## config.mk

```make
export PLATFORM = sky130hd
export DESIGN_NAME = tga_image_decoder_core
export DESIGN_NICKNAME = d
export VERILOG_FILES = /design/src/sv/tgadec_pkg.sv /design/src/sv/tga_image_decoder_core.sv
export SDC_FILE = /design/constraint.sdc
export NUM_CORES = 1
export LEC_CHECK = 0
export BUFFER_PORTS_ARGS = -buffer_cell sky130_fd_sc_hd__clkbuf_2
export CORE_ASPECT_RATIO = 0.8
export CORE_MARGIN = 2
export CORE_UTILIZATION = 40
export DETAILED_ROUTE_END_ITERATION = 8
export PLACE_DENSITY_LB_ADDON = 0.3
export SLEW_MARGIN = 5
export SYNTH_ARGS = -nofsm -noshare
export SYNTH_HDL_FRONTEND = slang
export SYNTH_SLANG_ARGS = --single-unit
```

## constraint.sdc

```tcl
create_clock -name clk -period 8.1 [get_ports clk]
set_input_delay 1.62 -clock clk [delete_from_list [all_inputs] [get_ports clk]]
set_output_delay 1.62 -clock clk [all_outputs]
set_load 0.02 [all_outputs]
```

## src/sv/tgadec_pkg.sv

```systemverilog
package tgadec_pkg;

    // parser phase codes
    localparam logic [2:0] PH_IDLE   = 3'd0;
    localparam logic [2:0] PH_HEADER = 3'd1;
    localparam logic [2:0] PH_PACKET = 3'd2;
    localparam logic [2:0] PH_PIXEL  = 3'd3;
    localparam logic [2:0] PH_DONE   = 3'd4;

    // result kinds
    localparam logic [1:0] KIND_PIXEL  = 2'd0;
    localparam logic [1:0] KIND_HEADER = 2'd1;
    localparam logic [1:0] KIND_ERROR  = 2'd2;

    // error codes
    localparam logic [1:0] ERR_SIGNATURE  = 2'd0;
    localparam logic [1:0] ERR_SIZE_DEPTH = 2'd1;
    localparam logic [1:0] ERR_OVERFLOW   = 2'd2;

    // lead-in image type byte and header layout
    localparam logic [4:0] LEAD_LEN       = 5'd12;
    localparam logic [4:0] TYPE_INDEX     = 5'd2;
    localparam logic [7:0] TYPE_RAW       = 8'd2;
    localparam logic [7:0] TYPE_RLE       = 8'd10;
    localparam logic [4:0] IDX_WIDTH_LO   = 5'd12;
    localparam logic [4:0] IDX_WIDTH_HI   = 5'd13;
    localparam logic [4:0] IDX_HEIGHT_LO  = 5'd14;
    localparam logic [4:0] IDX_HEIGHT_HI  = 5'd15;
    localparam logic [4:0] IDX_DEPTH      = 5'd16;
    localparam logic [4:0] IDX_DESCRIPTOR = 5'd17;
    localparam logic [7:0] DEPTH_24       = 8'd24;
    localparam logic [7:0] DEPTH_32       = 8'd32;

    // result word width: 75 field bits padded to whole bytes
    localparam int OUT_DATA_W = 80;

endpackage

```

## src/sv/tga_image_decoder_core.sv

```systemverilog
// channel | dir | tdata (lsb up)                              | tuser         | tlast
// s_axis  | in  | file_byte[7:0]                              | start_of_file | -
// m_axis  | out | red, green, blue, alpha, run_length,        | kind[1:0]     | last
//         |     | image_width, image_height, alpha_present,   |               |
//         |     | error_code, zero pad to 80 bits             |               |
//
// one file byte per clock while the output is not stalled; a result appears in the cycle after the byte that causes it
// the only multiplication is the 16x16 width*height product, done on the descriptor byte
// one output register; input ready is high while it is empty or being drained
// rst_n clears the parser to idle; bytes are ignored until a word with start_of_file
// a stalled output holds its word and stalls the input
module tga_image_decoder_core
(
    input  logic                               clk,
    input  logic                               rst_n,
    input  logic                               s_axis_tvalid,
    output logic                               s_axis_tready,
    input  logic [7:0]                         s_axis_tdata,  // file_byte
    input  logic                               s_axis_tuser,  // start_of_file
    output logic                               m_axis_tvalid,
    input  logic                               m_axis_tready,
    // red[7:0], green[15:8], blue[23:16], alpha[31:24], run_length[39:32],
    // image_width[55:40], image_height[71:56], alpha_present[72],
    // error_code[74:73], zero pad[79:75]
    output logic [tgadec_pkg::OUT_DATA_W-1:0]  m_axis_tdata,
    output logic [1:0]                         m_axis_tuser,  // kind
    output logic                               m_axis_tlast   // last
);

    import tgadec_pkg::*;

    // parser state
    logic [2:0]  phase_reg, phase_next;
    logic [4:0]  byte_idx_reg, byte_idx_next;
    logic        rle_reg, rle_next;
    logic [15:0] width_reg, width_next;
    logic [15:0] height_reg, height_next;
    logic [7:0]  depth_reg, depth_next;
    logic        four_bpp_reg, four_bpp_next;
    logic [31:0] pixels_left_reg, pixels_left_next;
    logic [7:0]  packet_left_reg, packet_left_next;
    logic        packet_rep_reg, packet_rep_next;
    logic [7:0]  color_reg [3];
    logic        color_we;
    logic [1:0]  color_sel;

    // result register
    logic                  out_valid_reg;
    logic [OUT_DATA_W-1:0] out_data_reg, out_data_next;
    logic [1:0]            out_kind_reg, out_kind_next;
    logic                  out_last_reg, out_last_next;
    logic                  out_gen;

    logic        in_fire;
    logic [2:0]  phase_cur;
    logic [4:0]  byte_idx_cur;
    logic [4:0]  byte_idx_inc;
    logic [4:0]  need;
    logic [7:0]  b;
    logic        lead_ok;
    logic [7:0]  run_n;
    logic [31:0] area;
    logic [7:0]  px_red, px_green, px_blue, px_alpha, px_run;
    logic [1:0]  err_code;

    assign s_axis_tready = !out_valid_reg || m_axis_tready;
    assign in_fire       = s_axis_tvalid && s_axis_tready;
    assign b             = s_axis_tdata;

    // start of file restarts the parser on this same word
    assign phase_cur    = s_axis_tuser ? PH_HEADER : phase_reg;
    assign byte_idx_cur = s_axis_tuser ? 5'd0 : byte_idx_reg;
    assign byte_idx_inc = byte_idx_cur + 5'd1;
    assign need         = four_bpp_reg ? 5'd4 : 5'd3;
    assign area         = 32'(width_reg) * 32'(height_reg);
    assign lead_ok      = (byte_idx_cur == TYPE_INDEX) ? (b == TYPE_RAW || b == TYPE_RLE)
                                                       : (b == 8'd0);

    // next state and result
    always_comb
    begin
        phase_next       = phase_reg;
        byte_idx_next    = byte_idx_reg;
        rle_next         = rle_reg;
        width_next       = width_reg;
        height_next      = height_reg;
        depth_next       = depth_reg;
        four_bpp_next    = four_bpp_reg;
        pixels_left_next = pixels_left_reg;
        packet_left_next = packet_left_reg;
        packet_rep_next  = packet_rep_reg;
        color_we         = 1'b0;
        color_sel        = byte_idx_cur[1:0];
        out_gen          = 1'b0;
        out_kind_next    = KIND_PIXEL;
        out_last_next    = 1'b0;
        px_red           = 8'd0;
        px_green         = 8'd0;
        px_blue          = 8'd0;
        px_alpha         = 8'd0;
        px_run           = 8'd0;
        err_code         = ERR_SIGNATURE;
        run_n            = 8'd1;
        out_data_next    = '0;

        if (s_axis_tuser)
        begin
            phase_next       = PH_HEADER;
            byte_idx_next    = 5'd0;
            rle_next         = 1'b0;
            width_next       = 16'd0;
            height_next      = 16'd0;
            depth_next       = 8'd0;
            four_bpp_next    = 1'b0;
            pixels_left_next = 32'd0;
            packet_left_next = 8'd0;
            packet_rep_next  = 1'b0;
        end

        case (phase_cur)
            PH_HEADER:
            begin
                if (byte_idx_cur < LEAD_LEN)
                begin
                    if (!lead_ok)
                    begin
                        out_gen       = 1'b1;
                        out_kind_next = KIND_ERROR;
                        err_code      = ERR_SIGNATURE;
                        phase_next    = PH_DONE;
                    end
                    else
                    begin
                        if (byte_idx_cur == TYPE_INDEX)
                            rle_next = (b == TYPE_RLE);
                        byte_idx_next = byte_idx_inc;
                    end
                end
                else if (byte_idx_cur < IDX_DESCRIPTOR)
                begin
                    case (byte_idx_cur)
                        IDX_WIDTH_LO:  width_next  = {8'd0, b};
                        IDX_WIDTH_HI:  width_next  = {b, width_reg[7:0]};
                        IDX_HEIGHT_LO: height_next = {8'd0, b};
                        IDX_HEIGHT_HI: height_next = {b, height_reg[7:0]};
                        IDX_DEPTH:     depth_next  = b;
                        default:       ;
                    endcase
                    byte_idx_next = byte_idx_inc;
                end
                else if (width_reg == 16'd0 || height_reg == 16'd0 ||
                         (depth_reg != DEPTH_24 && depth_reg != DEPTH_32))
                begin
                    out_gen       = 1'b1;
                    out_kind_next = KIND_ERROR;
                    err_code      = ERR_SIZE_DEPTH;
                    phase_next    = PH_DONE;
                end
                else
                begin
                    four_bpp_next    = (depth_reg == DEPTH_32);
                    pixels_left_next = area;
                    byte_idx_next    = 5'd0;
                    packet_left_next = 8'd0;
                    packet_rep_next  = 1'b0;
                    phase_next       = rle_reg ? PH_PACKET : PH_PIXEL;
                    out_gen          = 1'b1;
                    out_kind_next    = KIND_HEADER;
                end
            end

            PH_PACKET:
            begin
                // count is low seven bits plus one for both packet types
                packet_rep_next  = b[7];
                packet_left_next = {1'b0, b[6:0]} + 8'd1;
                byte_idx_next    = 5'd0;
                phase_next       = PH_PIXEL;
            end

            PH_PIXEL:
            begin
                if (byte_idx_inc != need)
                begin
                    color_we      = (byte_idx_cur < 5'd3);
                    byte_idx_next = byte_idx_inc;
                end
                else
                begin
                    byte_idx_next = 5'd0;
                    if (rle_reg && packet_rep_reg)
                    begin
                        run_n            = packet_left_reg;
                        packet_left_next = 8'd0;
                    end
                    else if (rle_reg && packet_left_reg != 8'd0)
                    begin
                        packet_left_next = packet_left_reg - 8'd1;
                    end
                    out_gen = 1'b1;
                    if (32'(run_n) > pixels_left_reg)
                    begin
                        out_kind_next = KIND_ERROR;
                        err_code      = ERR_OVERFLOW;
                        phase_next    = PH_DONE;
                    end
                    else
                    begin
                        pixels_left_next = pixels_left_reg - 32'(run_n);
                        out_last_next    = (pixels_left_next == 32'd0) &&
                                           (!rle_reg || packet_left_next == 8'd0);
                        out_kind_next    = KIND_PIXEL;
                        px_red           = four_bpp_reg ? color_reg[2] : b;
                        px_green         = color_reg[1];
                        px_blue          = color_reg[0];
                        px_alpha         = four_bpp_reg ? b : 8'd0;
                        px_run           = run_n;
                        if (out_last_next)
                            phase_next = PH_DONE;
                        else if (rle_reg && packet_left_next == 8'd0)
                            phase_next = PH_PACKET;
                    end
                end
            end

            default:
            begin
            end
        endcase

        // pack the result word
        case (out_kind_next)
            KIND_PIXEL:
                out_data_next = {5'd0, 2'd0, four_bpp_reg, 16'd0, 16'd0,
                                 px_run, px_alpha, px_blue, px_green, px_red};
            KIND_HEADER:
                out_data_next = {5'd0, 2'd0, four_bpp_next, height_reg, width_reg,
                                 8'd0, 8'd0, 8'd0, 8'd0, 8'd0};
            default:
                out_data_next = {5'd0, err_code, 1'b0, 16'd0, 16'd0,
                                 8'd0, 8'd0, 8'd0, 8'd0, 8'd0};
        endcase
    end

    // parser registers
    always_ff @(posedge clk or negedge rst_n)
    begin
        if (!rst_n)
        begin
            phase_reg       <= PH_IDLE;
            byte_idx_reg    <= 5'd0;
            rle_reg         <= 1'b0;
            width_reg       <= 16'd0;
            height_reg      <= 16'd0;
            depth_reg       <= 8'd0;
            four_bpp_reg    <= 1'b0;
            pixels_left_reg <= 32'd0;
            packet_left_reg <= 8'd0;
            packet_rep_reg  <= 1'b0;
        end
        else if (in_fire)
        begin
            phase_reg       <= phase_next;
            byte_idx_reg    <= byte_idx_next;
            rle_reg         <= rle_next;
            width_reg       <= width_next;
            height_reg      <= height_next;
            depth_reg       <= depth_next;
            four_bpp_reg    <= four_bpp_next;
            pixels_left_reg <= pixels_left_next;
            packet_left_reg <= packet_left_next;
            packet_rep_reg  <= packet_rep_next;
        end
    end

    // pixel byte store
    always_ff @(posedge clk)
    begin
        if (in_fire && color_we)
            color_reg[color_sel] <= b;
    end

    // output register
    always_ff @(posedge clk or negedge rst_n)
    begin
        if (!rst_n)
            out_valid_reg <= 1'b0;
        else if (in_fire)
            out_valid_reg <= out_gen;
        else if (m_axis_tready)
            out_valid_reg <= 1'b0;
    end

    always_ff @(posedge clk)
    begin
        if (in_fire && out_gen)
        begin
            out_data_reg <= out_data_next;
            out_kind_reg <= out_kind_next;
            out_last_reg <= out_last_next;
        end
    end

    assign m_axis_tvalid = out_valid_reg;
    assign m_axis_tdata  = out_data_reg;
    assign m_axis_tuser  = out_kind_reg;
    assign m_axis_tlast  = out_last_reg;

    // a pending word that is not taken blocks the input
    assert property (@(posedge clk) disable iff (!rst_n)
        (out_valid_reg && !m_axis_tready) |-> !s_axis_tready)
        else $error("input accepted over a stalled result");

    // errors and last pixels end the file
    assert property (@(posedge clk) disable iff (!rst_n)
        (in_fire && out_gen && (out_kind_next == KIND_ERROR || out_last_next))
        |=> phase_reg == PH_DONE)
        else $error("parser did not stop after error or last pixel");

    // repeat runs only come from run-length images
    assert property (@(posedge clk) disable iff (!rst_n)
        (in_fire && out_gen && out_kind_next == KIND_PIXEL && px_run != 8'd1) |-> rle_reg)
        else $error("run longer than one in a raw image");

    // pixel byte counter stays within one pixel
    assert property (@(posedge clk) disable iff (!rst_n)
        (phase_reg == PH_PIXEL) |-> (byte_idx_reg < 5'd4))
        else $error("pixel byte index out of range");

endmodule

```

==> results of run 1 <==
==> power by group through the flow <==
| stage | registers (mW) | clock network, mW | logic [mW] |
|---|---|---|---|
| 2_1_floorplan | 1.14 | 0 | 0.124 |
| 3_3_place_gp | 1.11 | 0 | 0.246 |
| 3_5_place_dp | 1.12 | 0 | 0.247 |
| 4_1_cts | 1.09 | 0.945 | 0.248 |
| 5_1_grt | 1.10 | 0.981 | 0.271 |
| 6_report | 1.09 | 0.936 | 0.251 |
==> worst paths after layout <==
| check | startpoint | to | slack (ps) |
|---|---|---|---|
| max | width_reg[6] | pixels_left_reg[28] | 1100 |
| min | pixels_left_reg[3] | pixels_left_reg[3] | 500 |
| max reg2reg | width_reg[6] | pixels_left_reg[28] | 1100 |
| min reg2reg | pixels_left_reg[3] | pixels_left_reg[3] | 500 |
| max in group asynchronous | rst_n | width_reg[15] | 5770 |
| min in group asynchronous | rst_n | depth_reg[0] | 1130 |
==> worst register-to-register path: stages, from the launching register on <==
cell and delay, ps:
dfrtp_1 860, nand2_1 170, fa_1 540, inv_1 60, fa_1 500, inv_1 60
fa_1 530, inv_1 50, fa_1 480, fa_1 500, inv_1 50, fa_1 470
inv_1 50, ha_1 340, and3_1 210, and2_1 200, a221oi_1 250, o21ai_1 170
a21oi_1 320, o21ai_1 160, or4b_1 490, a311o_1 320, a31oi_1 120
==> routing by layer <==
metal	up-vias	wire length, um	global-route usage, %
met4	0	975	5.33
met1	7307	25500	34.9
li1	6603	-	-
met2	574	23200	34.1
met5	-	0	0
met3	68	3660	3.31
==> cell type report <==
| type | count | area, um2 |
|---|---|---|
| Timing Repair Buffer | 113 | 633 |
| Multi-Input combinational cell | 1399 | 11800 |
| Sequential cell | 194 | 5370 |
| Tap cell | 612 | 766 |
| Clock buffer | 17 | 425 |
| Fill cell | 4444 | 25600 |
| Inverter | 247 | 927 |
| Clock inverter | 15 | 220 |
==> synthesized netlist by cell type, drive strengths merged (61+ instances only) <==
library cell    n  share of area [%]
and2          134                4.5
dfrtp          92                 12
a21oi          69                1.9
ha            122                8.2
nand2         233                4.7
inv           247                5.0
fa            195                 21
o21ai          86                2.4
edfxtp        102                 17
and3           61                2.1
nor2           87                1.8
clkbuf        111                2.2
==> placed cells by master, fill, tap and decap left out, types with 6 or more instances in the layout <==
cell type / count
nand3_1: 27
a211oi_1: 11
xor2_1: 21
o21ai_0: 74
o21a_1: 10
o22ai_1: 10
dfrtp_1: 92
a31oi_1: 7
clkbuf_2: 91
and3_1: 61
a22o_1: 49
ha_1: 122
clkbuf_16: 17
or4_1: 8
nand2_1: 233
a21oi_1: 69
o211ai_1: 6
o21ai_1: 11
xnor2_1: 23
fa_1: 195
or2_2: 9
edfxtp_1: 102
buf_4: 21
nor2_1: 85
mux2i_1: 14
nor4_1: 22
inv_1: 246
and2_1: 134
nand4_1: 11
nor3_1: 35
or3_1: 7
nor2b_1: 10
a22oi_1: 10
nand2b_1: 16
a21o_1: 12
==> stage by stage <==
stage	utilization, %	instance area [um2]	setup WS, ps	hold slack [ps]
2_1_floorplan	-	18600	1250	456
3_3_place_gp	42.6	19500	1290	474
3_5_place_dp	42.6	19500	1170	488
4_1_cts	44.0	20100	1120	506
5_1_grt	44.0	20100	670	522
6_report	44.0	20100	1100	499
==> cell families after synthesis <==
| family | count (synthesis) |
|---|---|
| AND/OR/NAND/NOR | 687 |
| buffers and inverters | 373 |
| AO/OA/AOI/OAI | 332 |
| adder cells (fa/ha/maj) | 317 |
| flip-flops | 194 |
| XOR/XNOR | 44 |
| multiplexers | 14 |
| other | 1 |
==> impl_metrics.json, run 1 <==
{
  "dp_cells": 2565,
  "grt_max_degree": 63,
  "period_share_pct": 86.4,
  "critPathBufInv": 5,
  "crit_path_max_fanout": 19,
  "max_slew_margin_pct": 32.0,
  "max_freq_ghz": 0.143,
  "numCtsBuffers": 17,
  "drive_gt1_share_pct": 8.92,
  "cpMostUsedCell": "fa_1",
  "synth_edf_count": 102,
  "synth.area.mux_share_pct": 0.756,
  "nets": 2302,
  "clk_latency_ps": 470,
  "core-area_um2": 45700,
  "finalCriticalPeriod_ps": 7000,
  "htreeDepth": 4,
  "synth.distinct_cells": 82,
  "p_per_area_nw_per_um2": 113,
  "via_per_inst": 5.60,
  "grt_pass1_wl_mm": 85.3,
  "ys_async_sr_fraction_pct": 47.4,
  "crit_chain": "nand2_1 -> fa_1 -> inv_1 -> fa_1 -> inv_1 -> fa_1 -> inv_1 -> fa_1 -> fa_1 -> inv_1 -> fa_1 -> inv_1 -> ha_1 -> and3_1 -> and2_1 -> a221oi_1 -> o21ai_1 -> a21oi_1 -> o21ai_1 -> or4b_1 -> a311o_1 -> a31oi_1",
  "drtIter0Drc": 1131,
  "status": "complete, no violations",
  "cpMaxStageDelayCell": "dfrtp_1",
  "syn_inst": 1962,
  "swShare_pct": 29.8,
  "via_count": 14600,
  "cp_num_cells": 22,
  "die_h_um": 197,
  "grt_antenna_before_repair": 0,
  "drc": 0,
  "die_w_um": 245,
  "cts-root-buf": "clkbuf_16",
  "synth_top_family_by_area": "adder cells",
  "cts_sinks": 194,
  "hpwl_mm": 39.1,
  "detail_route.wl_per_cell_um": 20.5,
  "yosysSeqAreaShare_pct": 28.9,
  "cts_setup_buffers": 0,
  "floorplan.initialDensity_pct": 40.5,
  "synthFlopType": "edfxtp_1",
  "clkPwrFrac_pct": 41.0,
  "grt_usage_pct": 22.8,
  "gp_congestion": 0.910,
  "synth_compound_area_share_pct": 12.2,
  "p_seq_share_pct": 48.0,
  "start_kind": "register",
  "wl_mm": 53.3,
  "final_cell_count_no_fill": 2597,
  "synthAdderAreaFrac_pct": 29.3,
  "p_int_mw": 1.60,
  "power_leakage_nw": 9.45,
  "postSynthAreaPerCell_um2": 9.45,
  "hp-class": "register to register",
  "ys_ff_latch": 194,
  "drt.antenna.violating_nets": 0,
  "r2r_cells": 22,
  "grt.overflow.total": 0,
  "rows": 70,
  "setup_viol": 0,
  "arrival_ps": 7380,
  "crit_family": "adder cells",
  "combPwrFrac_pct": 11.0,
  "port_buffers": 92,
  "total_power_mw": 2.28,
  "hold_viol_final": 0,
  "largest_reg_flops": 75,
  "synthXorXnorAreaFrac_pct": 2.08,
  "cp.required_ps": 8480,
  "rsz0062_at_grt": "no",
  "syn_to_final_growth_pct": 8.57,
  "clockBufferDepth": 2,
  "first_pass_iters": 5,
  "critical_path_class": "register to register",
  "holdBufCountCts": 0,
  "power_switching_mw": 0.679,
  "grt_pass1_vias": 14400,
  "cts_resized": 0,
  "clk_pin_slew_ps": 90,
  "dieArea_um2": 48100,
  "drv_cap": 0,
  "diodes": 0,
  "cpPeakStageDelay_ps": 860,
  "yosys.area_share.simple_pct": 19.0,
  "ir_drop_v": 0.000142,
  "synth.cell_area_um2": 18500,
  "worstMarginPinSlew_ps": 995,
  "ys_warn_count": 0,
  "pin_count": 98,
  "finalSetupTns_ps": 0,
  "cts_tree": "yes",
  "fin_worst_skew_ps": 17.8,
  "crit_path_end_kind": "register",
  "finalMaxSlewViolations": 0,
  "hold_path_depth": 2
}
Note: power is estimated with default switching activity, not from simulation.
==> run 2, diff against run 1 <==
--- a/config.mk
+++ b/config.mk
@@ -9,6 +9,7 @@
 export CORE_ASPECT_RATIO = 0.8
 export CORE_MARGIN = 2
 export CORE_UTILIZATION = 40
+export CTS_BUF_LIST = sky130_fd_sc_hd__clkbuf_4 sky130_fd_sc_hd__clkbuf_8
 export DETAILED_ROUTE_END_ITERATION = 8
 export PLACE_DENSITY_LB_ADDON = 0.3
 export SLEW_MARGIN = 5
==> run 2 against run 1 <==
Flip-flop and latch count stayed put. Sequential power barely moved. Combinational power hardly changed. Clock-buffer cell count unchanged. Setup slack improved by 8.1 ps. Sequential share of layout area up 0.26 points. Non-clock buffer count unchanged. Largest power group unchanged.
==> impl_metrics.json, run 2 (synthesis results as in run 1) <==
{
  "status": "complete, no violations",
  "period_share_pct": 86.3,
  "total_power_mw": 2.07,
  "busiest_layer": "met1",
  "clk_latency_ps": 520,
  "crit_path_end_kind": "register",
  "largest_reg_flops": 75,
  "final_cell_mix": "inv_1, nand2_1, fa_1, and2_1, ha_1",
  "die_w_um": 245,
  "start_kind": "register",
  "max_slew_margin_pct": 32.0,
  "via_per_inst": 5.58,
  "gp_congestion": 0.910,
  "cp.required_ps": 8540,
  "final_common_cell": "inv_1",
  "cts-root-buf": "clkbuf_8",
  "grt_usage_pct": 22.8,
  "holdBufCountCts": 0,
  "p_per_area_nw_per_um2": 104,
  "detail_route.wl_per_cell_um": 20.5,
  "grt_use_met1_pct": 34.9,
  "hold_viol_final": 0,
  "rows": 70,
  "setup_viol": 0,
  "htreeDepth": 4,
  "cts_sinks": 194,
  "crit_path_max_fanout": 19,
  "clk_pin_slew_ps": 130,
  "wl_mm": 53.3,
  "arrival_ps": 7430,
  "post-place-ws_ps": 1170,
  "hp-class": "register to register",
  "worst_slack_ps": 1110,
  "floorplan.initialDensity_pct": 40.5,
  "drv_cap": 0,
  "max_freq_ghz": 0.143,
  "cts_tree": "yes",
  "power_leakage_nw": 9.37,
  "via_count": 14500,
  "drive_gt1_share_pct": 8.92,
  "grt_max_degree": 63,
  "syn_to_final_growth_pct": 7.53,
  "utilization_pct": 43.6,
  "clockBufferDepth": 2,
  "port_buffers": 92,
  "worstMarginPinSlew_ps": 994,
  "drt.antenna.violating_nets": 0,
  "multi_input_area_um2": 11800,
  "use_met2_pct": 33.9,
  "drtIter0Drc": 1221,
  "ir_drop_v": 0.0000975,
  "drc": 0,
  "hpwl_mm": 39.1,
  "nets": 2302,
  "finalSetupTns_ps": 0,
  "die_h_um": 197,
  "grt_pass1_wl_mm": 85.2,
  "dieArea_um2": 48100,
  "grt.overflow.total": 0,
  "grt_pass1_vias": 14400,
  "cts_resized": 0,
  "finalCriticalPeriod_ps": 6990,
  "critical_path_class": "register to register",
  "core-area_um2": 45700,
  "seq_area_um2": 5370,
  "diodes": 0,
  "grt_use_met3_pct": 3.17,
  "first_pass_iters": 5,
  "finalMaxSlewViolations": 0,
  "numCtsBuffers": 17,
  "cts_setup_buffers": 0,
  "rsz0062_at_grt": "no",
  "grt_antenna_before_repair": 0,
  "pin_count": 98,
  "fin_worst_skew_ps": 22.5,
  "nFillCells": 4457
}
-- run 2: cell counts in the layout (fill, tap and decap cells not counted) --
Identical to the previous run, type by type.
-- run 2: final cells by class --
class                      count  area share (%)
multi-input combinational   1399            59.1
sequential                   194            26.9
inverter                     247            4.65
tap                          612            3.84
timing repair buffer         113            3.18
clock buffer                  17            1.17
clock inverter                15            1.10
-- run 2: per-layer routing --
layer,vias to the layer above,share of wire (%)
met2,606,43
met5,-,0
met4,0,2.0
met3,69,7.2
met1,7209,47
li1,6598,-
-- run 2: path summary, 6_finish.rpt --
kind / startpoint / to / depth (start not counted) / slack, ps
setup / recovery: width_reg[6] / pixels_left_reg[28] / 22 / 1110
hold / removal: pixels_left_reg[3] / pixels_left_reg[3] / 2 / 510
setup reg to reg: width_reg[6] / pixels_left_reg[28] / 22 / 1110
hold reg to reg: pixels_left_reg[3] / pixels_left_reg[3] / 2 / 510
max in group asynchronous: rst_n / width_reg[15] / 2 / 5830
min in group asynchronous: rst_n / depth_reg[0] / 1 / 1080
-- run 2: per-stage QoR --
stage | hold slack, ps | instances | instance area, um2
finish | 509 | 2597 | 19900
detailed placement | 488 | 2565 | 19500
global placement | 474 | 2565 | 19500
floorplan | 456 | 1966 | 18600
global route | 532 | 2597 | 19900
CTS | 515 | 2597 | 19900
-- run 2: worst max-delay path, cell delays in order (launching register included) --
cell and delay [ps]:
dfrtp_1 860, nand2_1 160, fa_1 540, inv_1 60, fa_1 500, inv_1 60, fa_1 530, inv_1 50
fa_1 480, fa_1 500, inv_1 50, fa_1 470, inv_1 50, ha_1 340, and3_1 210, and2_1 190
a221oi_1 250, o21ai_1 170, a21oi_1 320, o21ai_1 160, or4b_1 490, a311o_1 320, a31oi_1 120
-- run 2: report_power, final --
part           switching [mW]  internal (mW)  total (mW)
combinational           0.185         0.0659       0.251
clock                   0.452          0.277       0.729
sequential             0.0179           1.08        1.09
==> run 3, diff against run 2 <==
--- a/config.mk
+++ b/config.mk
@@ -11,7 +11,7 @@
 export CORE_UTILIZATION = 40
 export CTS_BUF_LIST = sky130_fd_sc_hd__clkbuf_4 sky130_fd_sc_hd__clkbuf_8
 export DETAILED_ROUTE_END_ITERATION = 8
-export PLACE_DENSITY_LB_ADDON = 0.3
+export PLACE_DENSITY = 0.61
 export SLEW_MARGIN = 5
 export SYNTH_ARGS = -nofsm -noshare
 export SYNTH_HDL_FRONTEND = slang
==> run 3 against run 2 <==
Non-clock buffer count fell by 1. Global-route usage fell by 0.17 points. Register-to-register slack got worse by 40 ps.
==> impl_metrics.json, run 3 (synthesis results as in run 1) <==
{
  "detail_route.wl_per_cell_um": 20.5,
  "syn_to_final_growth_pct": 7.16,
  "grt_antenna_before_repair": 1,
  "finalMaxSlewViolations": 0,
  "diodes": 0,
  "finalSetupTns_ps": 0,
  "hold_path_depth": 2,
  "utilization_pct": 43.4,
  "grt_pass1_vias": 14600,
  "cts_tree": "yes",
  "drc": 0,
  "period_share_pct": 86.8,
  "power_leakage_nw": 9.33,
  "r2r_cells": 21,
  "cts-root-buf": "clkbuf_8",
  "largest_reg_flops": 75,
  "core-area_um2": 45700,
  "grt_usage_pct": 22.6,
  "floorplan.initialDensity_pct": 40.5,
  "cpMaxStageDelayCell": "dfrtp_1",
  "crit_chain": "and2_1 -> fa_1 -> inv_1 -> fa_1 -> fa_1 -> inv_1 -> fa_1 -> fa_1 -> inv_1 -> fa_1 -> inv_1 -> ha_1 -> and3_1 -> and2_1 -> a221oi_1 -> o21ai_1 -> a21oi_1 -> o21ai_1 -> or4b_1 -> a311o_1 -> a31oi_1",
  "nets": 2301,
  "clockBufferDepth": 2,
  "setup_viol": 0,
  "max_slew_margin_pct": 20.0,
  "clk_latency_ps": 500,
  "total_power_mw": 2.01,
  "rsz0062_at_grt": "no",
  "p_per_area_nw_per_um2": 101,
  "drtIter0Drc": 1288,
  "cpPeakStageDelay_ps": 950,
  "status": "complete, no violations",
  "hpwl_mm": 39.1,
  "crit_family": "adder cells",
  "cts_resized": 0,
  "worstMarginPinSlew_ps": 1200,
  "arrival_ps": 7460,
  "drt.antenna.violating_nets": 0,
  "hp-class": "register to register",
  "dp_cells": 2564,
  "critical_path_class": "register to register",
  "via_count": 14500,
  "start_kind": "register",
  "finalCriticalPeriod_ps": 7030,
  "drive_gt1_share_pct": 8.87,
  "cts_setup_buffers": 0,
  "pin_count": 98,
  "fin_worst_skew_ps": 22.1,
  "rows": 70,
  "ir_drop_v": 0.0000994,
  "final_cell_mix": "inv_1, nand2_1, fa_1, and2_1, ha_1",
  "drv_cap": 0,
  "crit_path_max_fanout": 19,
  "die_w_um": 245,
  "port_buffers": 92,
  "grt_max_degree": 78,
  "first_pass_iters": 5,
  "wl_mm": 53.1,
  "dieArea_um2": 48100,
  "cts_sinks": 194,
  "holdBufCountCts": 0,
  "cp.required_ps": 8530,
  "via_per_inst": 5.58,
  "htreeDepth": 4,
  "clk_pin_slew_ps": 130,
  "grt_pass1_wl_mm": 85.0,
  "cpMostUsedCell": "fa_1",
  "nFillCells": 4476,
  "gp_congestion": 0.927,
  "hold_viol_final": 0,
  "crit_path_end_kind": "register",
  "cp_num_cells": 21,
  "grt.overflow.total": 0,
  "numCtsBuffers": 17,
  "max_freq_ghz": 0.142,
  "final_cell_count_no_fill": 2596,
  "die_h_um": 197,
  "critPathBufInv": 4,
  "final_common_cell": "inv_1"
}
run 3: worst paths after layout:
kind                               startpoint                  end  slack (ps)
max                              width_reg[8]  pixels_left_reg[28]        1070
min                        pixels_left_reg[3]   pixels_left_reg[3]         520
max reg2reg                      width_reg[8]  pixels_left_reg[28]        1070
min reg2reg                pixels_left_reg[3]   pixels_left_reg[3]         520
max in group asynchronous               rst_n  pixels_left_reg[24]        5770
min in group asynchronous               rst_n         depth_reg[0]        1110
run 3: layer usage:
| layer | up-vias | track usage, % | part of all wire [%] |
|---|---|---|---|
| li1 | 6593 | - | - |
| met1 | 7230 | 34.1 | 47 |
| met5 | - | 0 | 0.024 |
| met2 | 598 | 33.9 | 44 |
| met4 | 2 | 5.71 | 1.8 |
| met3 | 56 | 3.50 | 7.3 |
run 3: worst reg2reg max path: stages (launching register included):
cell and delay, ps:
dfrtp_1 950, and2_1 260, fa_1 430, inv_1 80, fa_1 430, fa_1 530
inv_1 60, fa_1 500, fa_1 500, inv_1 50, fa_1 480, inv_1 40
ha_1 350, and3_1 220, and2_1 200, a221oi_1 260, o21ai_1 180, a21oi_1 320
o21ai_1 170, or4b_1 490, a311o_1 320, a31oi_1 120
run 3: per-stage QoR:
step / worst slack, ps / hold slack (ps) / instance area [um2]
6_report: 1070 / 518 / 19900
5_1_grt: 658 / 530 / 19900
4_1_cts: 1110 / 515 / 19900
3_5_place_dp: 1170 / 486 / 19400
3_3_place_gp: 1250 / 477 / 19400
2_1_floorplan: 1250 / 456 / 18600
run 3: report_power, final:
part           internal [mW]  switching (mW)  total [mW]
combinational         0.0644           0.183       0.248
sequential              1.08          0.0178        1.09
clock                  0.236           0.430       0.666
total                   1.38           0.632        2.01
run 3: layout make-up:
| cell class | instances | area (um2) | share of cell area (%) |
|---|---|---|---|
| well taps | 612 | 766 | 3.86 |
| multi-input cells | 1399 | 11800 | 59.3 |
| clock inverters | 15 | 178 | 0.895 |
| repair buffers | 112 | 613 | 3.09 |
| clock buffers | 17 | 234 | 1.18 |
| inverters | 247 | 927 | 4.67 |
| flip-flops and latches | 194 | 5370 | 27.0 |
